`config.mk`:
```
export PLATFORM = sky130hd
export DESIGN_NAME = led_controller_frame_builder
export DESIGN_NICKNAME = d
export VERILOG_FILES = /design/src/hdl/lcfb_pkg.sv /design/src/hdl/led_controller_frame_builder.sv /design/src/hdl/lcfb_tx.sv
export SDC_FILE = /design/constraint.sdc
export NUM_CORES = 2
export LEC_CHECK = 0
export BUFFER_PORTS_ARGS = -buffer_cell sky130_fd_sc_hd__buf_2
export CELL_PAD_IN_SITES_DETAIL_PLACEMENT = 0
export CELL_PAD_IN_SITES_GLOBAL_PLACEMENT = 1
export CORE_MARGIN = 2
export CORE_UTILIZATION = 53
export CTS_CLUSTER_SIZE = 16
export DETAILED_ROUTE_END_ITERATION = 6
export PLACE_DENSITY = 0.82
export SYNTH_ARGS = -nofsm -noshare
export SYNTH_HDL_FRONTEND = slang
export SYNTH_SLANG_ARGS = --single-unit
```
`constraint.sdc`:
```
create_clock -name clock -period 7.1 [get_ports clock]
set_input_delay 0.355 -clock clock [delete_from_list [all_inputs] [get_ports clock]]
set_output_delay 0.355 -clock clock [all_outputs]
set_load 0.01 [all_outputs]
```
`src/hdl/lcfb_pkg.sv`:
```
// shared types, codes and helpers for the led controller frame builder
package lcfb_pkg;

   // command codes
   localparam logic [2:0] FUNC_ON    = 3'd0;
   localparam logic [2:0] FUNC_OFF   = 3'd1;
   localparam logic [2:0] FUNC_WHITE = 3'd2;
   localparam logic [2:0] FUNC_COLOR = 3'd3;
   localparam logic [2:0] FUNC_LEVEL = 3'd4;

   // colour mode codes
   localparam logic [1:0] MODE_WHITE  = 2'd0;
   localparam logic [1:0] MODE_RGB    = 2'd1;
   localparam logic [1:0] MODE_CUSTOM = 2'd2;
   localparam logic [1:0] MODE_NONE   = 2'd3;

   // result status codes
   localparam logic [1:0] STATUS_FRAME    = 2'd0;
   localparam logic [1:0] STATUS_BAD_CMD  = 2'd1;
   localparam logic [1:0] STATUS_BAD_MODE = 2'd2;

   // internal frame kinds between the scaling and assembly stages
   localparam logic [2:0] KIND_ON       = 3'd0;
   localparam logic [2:0] KIND_OFF      = 3'd1;
   localparam logic [2:0] KIND_COLOR    = 3'd2;
   localparam logic [2:0] KIND_BAD_CMD  = 3'd3;
   localparam logic [2:0] KIND_BAD_MODE = 3'd4;

   // frame bytes
   localparam logic [7:0] HDR_SWITCH = 8'h71;
   localparam logic [7:0] CODE_ON    = 8'h23;
   localparam logic [7:0] CODE_OFF   = 8'h24;
   localparam logic [7:0] HDR_COLOR  = 8'h31;
   localparam logic [7:0] TAIL_A     = 8'hF0;
   localparam logic [7:0] TAIL_B     = 8'h0F;
   localparam logic [7:0] FULL       = 8'hFF;

   localparam logic [6:0] PERCENT = 7'd100;

   // floor(p / 100) for p up to 255 * 100, exact over that range
   localparam logic [12:0] RECIP_100 = 13'd5243;
   localparam int          RECIP_SHIFT = 19;

   // highest byte index of a switch frame and of a colour frame
   localparam logic [2:0] LAST_SWITCH = 3'd2;
   localparam logic [2:0] LAST_COLOR  = 3'd6;

   typedef struct packed {
      logic [2:0] func;
      logic [1:0] color_mode;
      logic [7:0] red_in;
      logic [7:0] green_in;
      logic [7:0] blue_in;
      logic [7:0] warm_in;
      logic [6:0] level;
   } req_type;

   typedef struct packed {
      logic [7:0] frame_byte;
      logic       last_byte;
      logic [1:0] status;
   } rsp_type;

   // one assembled frame, checksum excluded; entry 7 stays zero
   typedef struct packed {
      logic [7:0][7:0] data;
      logic [2:0]      last_idx;
      logic            is_status;
      logic [1:0]      status;
   } frame_type;

   function automatic logic [7:0] div100(input logic [14:0] p);
      logic [27:0] m;
      m = 28'(p) * 28'(RECIP_100);
      return m[RECIP_SHIFT+7:RECIP_SHIFT];
   endfunction

endpackage

```
`src/hdl/led_controller_frame_builder.sv`:
```
// top level of the led controller frame builder
// Each accepted command turns into one byte frame for an RGBW LED controller,
// sent one byte per rsp beat with last_byte set on the closing checksum beat;
// an unhandled command or colour mode gives a single status beat instead.
// A command passes an input register, a scaling stage (held colour update and
// channel times level products) and an assembly stage (divide by 100 through a
// reciprocal multiply) before the serializer, whose output register presents
// each byte on rsp. Throughput is set by the serializer's single output byte per
// cycle while rsp_stall is low: an on/off frame is 4 bytes with checksum, a colour
// frame 8 and a status beat 1; commands are accepted every cycle while the stages
// have room.
module led_controller_frame_builder (
   input  logic              clock,
   input  logic              reset,
   input  logic              req_valid,
   output logic              req_stall,
   input  lcfb_pkg::req_type req_data,
   output logic              rsp_valid,
   input  logic              rsp_stall,
   output lcfb_pkg::rsp_type rsp_data
);

   // input register
   logic              req_vld_ff, req_vld_in;
   lcfb_pkg::req_type req_ff;

   // held colour: [3] red, [2] green, [1] blue, [0] warm
   logic [3:0][7:0]   held_ff, held_in;

   // scaling stage
   logic              s1_vld_ff, s1_vld_in;
   logic [2:0]        kind_ff, kind_in;
   logic [3:0][14:0]  prod_ff, prod_in;
   logic [6:0]        scale_lvl;

   // assembly stage
   logic                frm_vld_ff, frm_vld_in;
   lcfb_pkg::frame_type frm_ff, frm_in;
   logic                frm_take;

   logic req_adv, s1_adv, req_go;

   // stage advance chain
   assign s1_adv    = !frm_vld_ff || frm_take;
   assign req_adv   = !s1_vld_ff || s1_adv;
   assign req_stall = req_vld_ff && !req_adv;
   assign req_go    = req_vld_ff && req_adv;

   assign req_vld_in = (req_valid && !req_stall) || (req_vld_ff && !req_adv);
   assign s1_vld_in  = req_adv ? req_vld_ff : s1_vld_ff;
   assign frm_vld_in = s1_adv ? s1_vld_ff : frm_vld_ff;

   // command decode and held colour update
   always_comb begin
      held_in   = held_ff;
      kind_in   = lcfb_pkg::KIND_BAD_CMD;
      scale_lvl = (req_ff.level > lcfb_pkg::PERCENT) ? lcfb_pkg::PERCENT : req_ff.level;
      unique case (req_ff.func)
         lcfb_pkg::FUNC_ON: begin
            kind_in = lcfb_pkg::KIND_ON;
         end
         lcfb_pkg::FUNC_OFF: begin
            kind_in = lcfb_pkg::KIND_OFF;
         end
         lcfb_pkg::FUNC_WHITE: begin
            held_in   = {4{lcfb_pkg::FULL}};
            scale_lvl = lcfb_pkg::PERCENT;
            kind_in   = lcfb_pkg::KIND_COLOR;
         end
         lcfb_pkg::FUNC_COLOR: begin
            kind_in = lcfb_pkg::KIND_COLOR;
            unique case (req_ff.color_mode)
               lcfb_pkg::MODE_WHITE: begin
                  held_in = {4{lcfb_pkg::FULL}};
               end
               lcfb_pkg::MODE_RGB: begin
                  held_in[3] = req_ff.red_in;
                  held_in[2] = req_ff.green_in;
                  held_in[1] = req_ff.blue_in;
                  held_in[0] = 8'd0;
               end
               lcfb_pkg::MODE_CUSTOM: begin
                  held_in[3] = req_ff.red_in;
                  held_in[2] = req_ff.green_in;
                  held_in[1] = req_ff.blue_in;
                  held_in[0] = req_ff.warm_in;
               end
               lcfb_pkg::MODE_NONE: begin
                  kind_in = lcfb_pkg::KIND_BAD_MODE;
               end
            endcase
         end
         lcfb_pkg::FUNC_LEVEL: begin
            kind_in = lcfb_pkg::KIND_COLOR;
         end
         default: begin
            kind_in = lcfb_pkg::KIND_BAD_CMD;
         end
      endcase
   end

   // channel times level products
   always_comb begin
      for (int i = 0; i < 4; i++) begin
         prod_in[i] = 15'(held_in[i]) * 15'(scale_lvl);
      end
   end

   // frame assembly
   always_comb begin
      frm_in           = '0;
      frm_in.status    = lcfb_pkg::STATUS_FRAME;
      unique case (kind_ff)
         lcfb_pkg::KIND_ON, lcfb_pkg::KIND_OFF: begin
            frm_in.data[0]  = lcfb_pkg::HDR_SWITCH;
            frm_in.data[1]  = (kind_ff == lcfb_pkg::KIND_ON) ?
                              lcfb_pkg::CODE_ON : lcfb_pkg::CODE_OFF;
            frm_in.data[2]  = lcfb_pkg::TAIL_B;
            frm_in.last_idx = lcfb_pkg::LAST_SWITCH;
         end
         lcfb_pkg::KIND_COLOR: begin
            frm_in.data[0]  = lcfb_pkg::HDR_COLOR;
            frm_in.data[1]  = lcfb_pkg::div100(prod_ff[3]);
            frm_in.data[2]  = lcfb_pkg::div100(prod_ff[2]);
            frm_in.data[3]  = lcfb_pkg::div100(prod_ff[1]);
            frm_in.data[4]  = lcfb_pkg::div100(prod_ff[0]);
            frm_in.data[5]  = lcfb_pkg::TAIL_A;
            frm_in.data[6]  = lcfb_pkg::TAIL_B;
            frm_in.last_idx = lcfb_pkg::LAST_COLOR;
         end
         lcfb_pkg::KIND_BAD_MODE: begin
            frm_in.is_status = 1'b1;
            frm_in.status    = lcfb_pkg::STATUS_BAD_MODE;
         end
         default: begin
            frm_in.is_status = 1'b1;
            frm_in.status    = lcfb_pkg::STATUS_BAD_CMD;
         end
      endcase
   end

   // control registers
   always_ff @(posedge clock) begin
      if (reset) begin
         req_vld_ff <= 1'b0;
         s1_vld_ff  <= 1'b0;
         frm_vld_ff <= 1'b0;
         held_ff    <= {4{lcfb_pkg::FULL}};
      end else begin
         req_vld_ff <= req_vld_in;
         s1_vld_ff  <= s1_vld_in;
         frm_vld_ff <= frm_vld_in;
         if (req_go) begin
            held_ff <= held_in;
         end
      end
   end

   // payload registers
   always_ff @(posedge clock) begin
      if (req_valid && !req_stall) begin
         req_ff <= req_data;
      end
      if (req_go) begin
         kind_ff <= kind_in;
         prod_ff <= prod_in;
      end
      if (s1_adv && s1_vld_ff) begin
         frm_ff <= frm_in;
      end
   end

   lcfb_tx u_tx (
      .clock     (clock),
      .reset     (reset),
      .frm       (frm_ff),
      .frm_vld   (frm_vld_ff),
      .frm_take  (frm_take),
      .rsp_valid (rsp_valid),
      .rsp_stall (rsp_stall),
      .rsp_data  (rsp_data)
   );

`ifndef NO_ASSERTIONS
   // status beats always close their run with a zero byte
   assert property (@(posedge clock) disable iff (reset)
      (rsp_valid && rsp_data.status != lcfb_pkg::STATUS_FRAME) |->
      (rsp_data.last_byte && rsp_data.frame_byte == 8'd0))
      else $error("status beat without last_byte or with nonzero byte");

   // the serializer only releases a frame it holds
   assert property (@(posedge clock) disable iff (reset)
      frm_take |-> frm_vld_ff)
      else $error("frame released while none is held");

   // held colour moves only when a command leaves the input register
   assert property (@(posedge clock) disable iff (reset)
      !req_go |=> $stable(held_ff))
      else $error("held colour changed without a command");

   // a frame waiting in the assembly register is not overwritten
   assert property (@(posedge clock) disable iff (reset)
      (frm_vld_ff && !frm_take) |=> (frm_vld_ff && $stable(frm_ff)))
      else $error("pending frame overwritten");
`endif

endmodule

```
`src/hdl/lcfb_tx.sv`:
```
// frame serializer: sends one frame byte per beat and appends the checksum
module lcfb_tx (
   input  logic                clock,
   input  logic                reset,
   input  lcfb_pkg::frame_type frm,
   input  logic                frm_vld,
   output logic                frm_take,
   output logic                rsp_valid,
   input  logic                rsp_stall,
   output lcfb_pkg::rsp_type   rsp_data
);

   logic [2:0]        idx_ff, idx_in;
   logic [7:0]        sum_ff, sum_in;
   logic              rsp_vld_ff, rsp_vld_in;
   lcfb_pkg::rsp_type rsp_ff, rsp_in;
   logic              out_load;

   assign out_load = !rsp_vld_ff || !rsp_stall;

   // pick the next beat out of the held frame
   always_comb begin
      idx_in     = idx_ff;
      sum_in     = sum_ff;
      rsp_in     = rsp_ff;
      rsp_vld_in = rsp_vld_ff;
      frm_take   = 1'b0;
      if (out_load) begin
         rsp_vld_in = frm_vld;
         if (frm_vld) begin
            priority if (frm.is_status) begin
               rsp_in.frame_byte = 8'd0;
               rsp_in.last_byte  = 1'b1;
               rsp_in.status     = frm.status;
               frm_take          = 1'b1;
            end else if (idx_ff <= frm.last_idx) begin
               rsp_in.frame_byte = frm.data[idx_ff];
               rsp_in.last_byte  = 1'b0;
               rsp_in.status     = lcfb_pkg::STATUS_FRAME;
               sum_in            = sum_ff + frm.data[idx_ff];
               idx_in            = idx_ff + 3'd1;
            end else begin
               rsp_in.frame_byte = sum_ff;
               rsp_in.last_byte  = 1'b1;
               rsp_in.status     = lcfb_pkg::STATUS_FRAME;
               sum_in            = 8'd0;
               idx_in            = 3'd0;
               frm_take          = 1'b1;
            end
         end
      end
   end

   always_ff @(posedge clock) begin
      if (reset) begin
         idx_ff     <= 3'd0;
         sum_ff     <= 8'd0;
         rsp_vld_ff <= 1'b0;
      end else begin
         idx_ff     <= idx_in;
         sum_ff     <= sum_in;
         rsp_vld_ff <= rsp_vld_in;
      end
   end

   // output payload
   always_ff @(posedge clock) begin
      rsp_ff <= rsp_in;
   end

   assign rsp_valid = rsp_vld_ff;
   assign rsp_data  = rsp_ff;

endmodule
```
### After elaboration in Yosys (flattened, before gate mapping)

Index checks and enable logic that the tools add are counted.
Widths: inputs -> output; s select.

* bits in registers: 227
* input bits: 48
* output and inout port bits: 13
* word-level logic and storage cells: 101

* add/subtract/negate cells: 2
* $mul: 8
* magnitude comparators: 3
* equality and inequality tests: 10
* mux-type cells: 20
* bitwise gates (word level): 1
* reductions and logical operators: 22

Operators by type and width (number)
* $mul 15x13->27 const B: 4
* $pmux 32 s3: 1
* $pmux 32 s2: 1
* $mul 8x7->15: 4
* $pmux 27 s2: 1
* $mux 28: 1
* $bmux 8 s3: 1
* $mux 8: 2
* $mux 7: 2
* $pmux 3 s4: 1
* $mux 11: 1
* $eq 3x2->1 const B: 3
* $mux 3: 3
* $add 8x8->8: 1
* $gt 7x7->1 const B: 1
* $eq 3x1->1 const B: 2
* $eq 3x3->1 const B: 2
* $logic_not 1->1: 6
* $logic_not 3->1: 2
* $pmux 3 s2: 1
* $eq 2x2->1 const B: 2
* $logic_and 1x1->1: 4
* $logic_or 1x1->1: 4
* $lt 3x4->1 const B: 1
* 11 further kinds: 15

### Depth between registers and ports, before layout

* depth after elaboration: 12
* gate-level depth with buffers: 22
* depth with buffers taken out: 20

### Hierarchy

Synthesis repeated with hierarchy kept, for this count alone.

* cells, all modules: 2784
* area, all modules: 28558.6 µm²

By module, submodules not included
* led_controller_frame_builder: instances 1, cells an instance 2616, area an instance 26775.7 µm², sequential area each 5054.8 µm²
* lcfb_tx: instances 1, cells an instance 168, area an instance 1783.0 µm², sequential area each 570.5 µm²

### Worst setup path before layout

Ideal clock, no wire load.

* path kind: reg2reg
* start point: reg req_ff[1] (netlist name)
* end point: reg prod_ff[29] (netlist name), data pin
* library setup time: 0.260 ns
* data arrival time: 4.955 ns
* required time: 6.840 ns
* slack: 1.886 ns
* cell stages (with the launch flop): 21
* buffers on the path: 1
* clock period less this slack: 5.214 ns
* cells stage by stage: edfxtp_1 -> o21ai_0 -> nand2_1 -> a31oi_1 -> nor2b_1 -> clkbuf_1 -> nor2_1 -> fa_1 -> inv_1 -> fa_1 -> inv_1 -> fa_1 -> inv_1 -> fa_1 -> inv_1 -> ha_1 -> a21oi_1 -> o21ai_0 -> a41oi_1 -> a21oi_1 -> xnor2_1

RTL lines
* from (decl): RTL line led_controller_frame_builder.sv:25 `lcfb_pkg::req_type req_ff;`
* from (signal assigned): RTL line led_controller_frame_builder.sv:162 `req_ff <= req_data;`
* to (signal assigned): RTL line led_controller_frame_builder.sv:166 `prod_ff <= prod_in;`
* to (decl): RTL line led_controller_frame_builder.sv:33 `logic [3:0][14:0] prod_ff, prod_in;`

==> results.cfg <==
[status]
status = completed

[sta]
max_freq_mhz = 166
fin_crit_sh_pct = 85.0
setup_viol = 0
hold_viol = 0
finalCriticalPeriod_ps = 6040
worst_pin_slew_ps = 1200
setup-tns-final_ps = 0
maxSlewHeadroom_pct = 19.9
finalClockSkew_ps = 14.6
rsz0062_at_grt = false
finalWorstSetupSlack_ps = 1060
slew_violations = 0
whs_ps = 29.9

[worst_setup_path]
slowest_stage = a21o_1
path_max_fanout = 30
crit_top_cell = inv_1
cp_num_cells = 19
path_delay_family = compound AO/OA/AOI/OAI gates
slowest_delay_ps = 870
crit_path_start_kind = flip-flop
arrival_ps = 6320
crit_start = req_ff[39]$_DFFE_PP_
path_cells = nand2b_1 -> a21o_1 -> o22ai_1 -> or2_2 -> fa_1 -> inv_1 -> ha_1 -> inv_1 -> fa_1 -> fa_1 -> inv_1 -> ha_1 -> inv_1 -> o21bai_1 -> a21oi_1 -> o21ai_0 -> a41oi_1 -> a21oi_1 -> xnor2_1
cp-end-kind = flip-flop
crit_buf_inv = 4
r2r_end = prod_ff[59]$_DFFE_PP_
r2r_slack_ps = 1060
r2r_cells = 19
r2r_start = req_ff[39]$_DFFE_PP_
cp.required_ps = 7390
path_class = flip-flop to flip-flop

[yosys]
synth-seq-cells = 203
synthTopCellsByArea = fa_1 (27%), ha_1 (23%), edfxtp_1 (16%)
async_reset_ff_share_pct = 0
syn_area_um2 = 28600
ys_seq_area_share_pct = 19.7
synthCells = 2838
synth.distinct_cells = 70
synth_edf_count = 156
yosys_warnings = 0
synth_area_per_cell_um2 = 10.1
synth_fp_nets = 3809
synth.largest_area_cell = fa_1
ys.flop_type = edfxtp_1
yosys.area.top_type_share_pct = 27.2

[cts]
worst_setup_hold_path_clk_slew_ps = 60
clockBufferDepth = 3
cts_tree = built
clk_latency_ps = 540
cts_root_buffer = clkbuf_16
holdBufCountCts = 33
postCtsSetupRepairBufs = 0
cts_buffers = 24
ctsResizeCount = 0
clock-sinks = 203
htree_levels = 1

[floorplan]
rows = 85
dieArea_um2 = 55800
die_h_um = 236
num_io_pins = 61
die_x_um = 236
initial_core_util_pct = 53.4
core_um2 = 53600

[placed_design]
gp_congestion = 0.894
pre_cts_slack_ps = 1100
hpwl_mm = 50.4
port_buffers = 60
dp.cells = 3557

[min_path]
min_to = req_ff[13]$_DFFE_PP_
hold_depth = 1
hold_start = req_data[13]
hold_path_class = input port to flip-flop

[route]
drtIter0Drc = 1132
detail-route-antenna-nets = 0
num_vias = 19300
first_pass_iters = 5
vias_per_cell = 5.32
wl_per_cell_um = 16.7
drc = 0
drt_wl_total_mm = 60.9

[layout]
mostFrequentLayoutCell = inv_1
layout_common_cells = inv_1 (679), ha_1 (534), fa_1 (389)
drive_gt1_share_pct = 6.02
layout.nets = 3892
fin_cells = 3636
fillers = 4642
area_growth_pct = 8.19

[global_route]
antenna_found_initial = 3
grt_pass1_vias = 20400
grt_use_total_pct = 22.7
grt_max_degree = 65
grt_first_pass_wirelength_mm = 103
grt_remaining_overflow = 0

[flow_run]
maxCapViolations = 0
[stage by stage]
| step | area [um2] | util, % |
|---|---|---|
| 4_1_cts | 30900 | 57.7 |
| 2_1_floorplan | 28600 | - |
| 3_5_place_dp | 29700 | 55.4 |
| 6_report | 30900 | 57.7 |
| 5_1_grt | 30900 | 57.7 |
| 3_3_place_gp | 29700 | 55.4 |
[flip-flops by register name, summed over array words and instances, names as in the netlist, 3 cells and up]
signal and cells:
u_tx.sum_ff 8, u_tx.idx_ff 3, kind_ff 3, u_tx.rsp_data 11
prod_ff 60, frm_ff 38, req_ff 44, held_ff 32
[layout make-up]
cell class | instances | area (um2) | share of cell area [%]
Antenna cell | 1 | 2.50 | 0.00809
Timing Repair Buffer | 110 | 761 | 2.46
Multi-Input combinational cell | 1901 | 20200 | 65.4
Sequential cell | 203 | 5630 | 18.2
Clock inverter | 17 | 259 | 0.837
Inverter | 681 | 2560 | 8.26
Tap cell | 696 | 871 | 2.81
Clock buffer | 27 | 633 | 2.05
[cells by family (layout without fill, tap and decap cells)]
group | count (synthesis) | after routing | share of synthesized area [%]
buffers and inverters | 734 | 835 | 9.68
other | 0 | 1 | 0
AOI/OAI and AO/OA | 350 | 350 | 8.15
muxes | 19 | 19 | 0.849
DFF | 203 | 203 | 19.7
adders and majority gates | 923 | 923 | 50.6
xor gates and xnor gates | 81 | 81 | 2.48
and+or+nand+nor | 528 | 528 | 8.60
[routing by layer]
metal,vias up,routed length [um],track usage (%)
li1,9370,-,-
met3,60,2490,2.94
met2,330,28300,37.4
met5,-,13,0
met1,9581,28900,32.4
met4,2,1170,4.14
[worst max path at each step]
| stage | to |
|---|---|
| floorplan | prod_ff[29]$_DFFE_PP_ |
| global placement | prod_ff[42]$_DFFE_PP_ |
| detailed placement | prod_ff[29]$_DFFE_PP_ |
| CTS | prod_ff[29]$_DFFE_PP_ |
| global route | prod_ff[29]$_DFFE_PP_ |
| finish | prod_ff[59]$_DFFE_PP_ |
[cell usage after synthesis, types with 20 or more instances]
master      n
ha_1      534
xnor2_1    54
inv_1     680
a211o_1    35
o22ai_1    38
fa_1      389
a21oi_1    94
nor3_1     28
o21a_1     20
nand2_1    90
nand2b_1   33
o21ai_0    43
edfxtp_1  156
nand3_1    29
nor2_1    238
clkbuf_1   42
dfxtp_1    47
or2_2      38
a21o_1     29
xor2_1     27
Power is not shown: default switching activity piles up to over one toggle a cycle in this logic, so the estimate is an artifact.
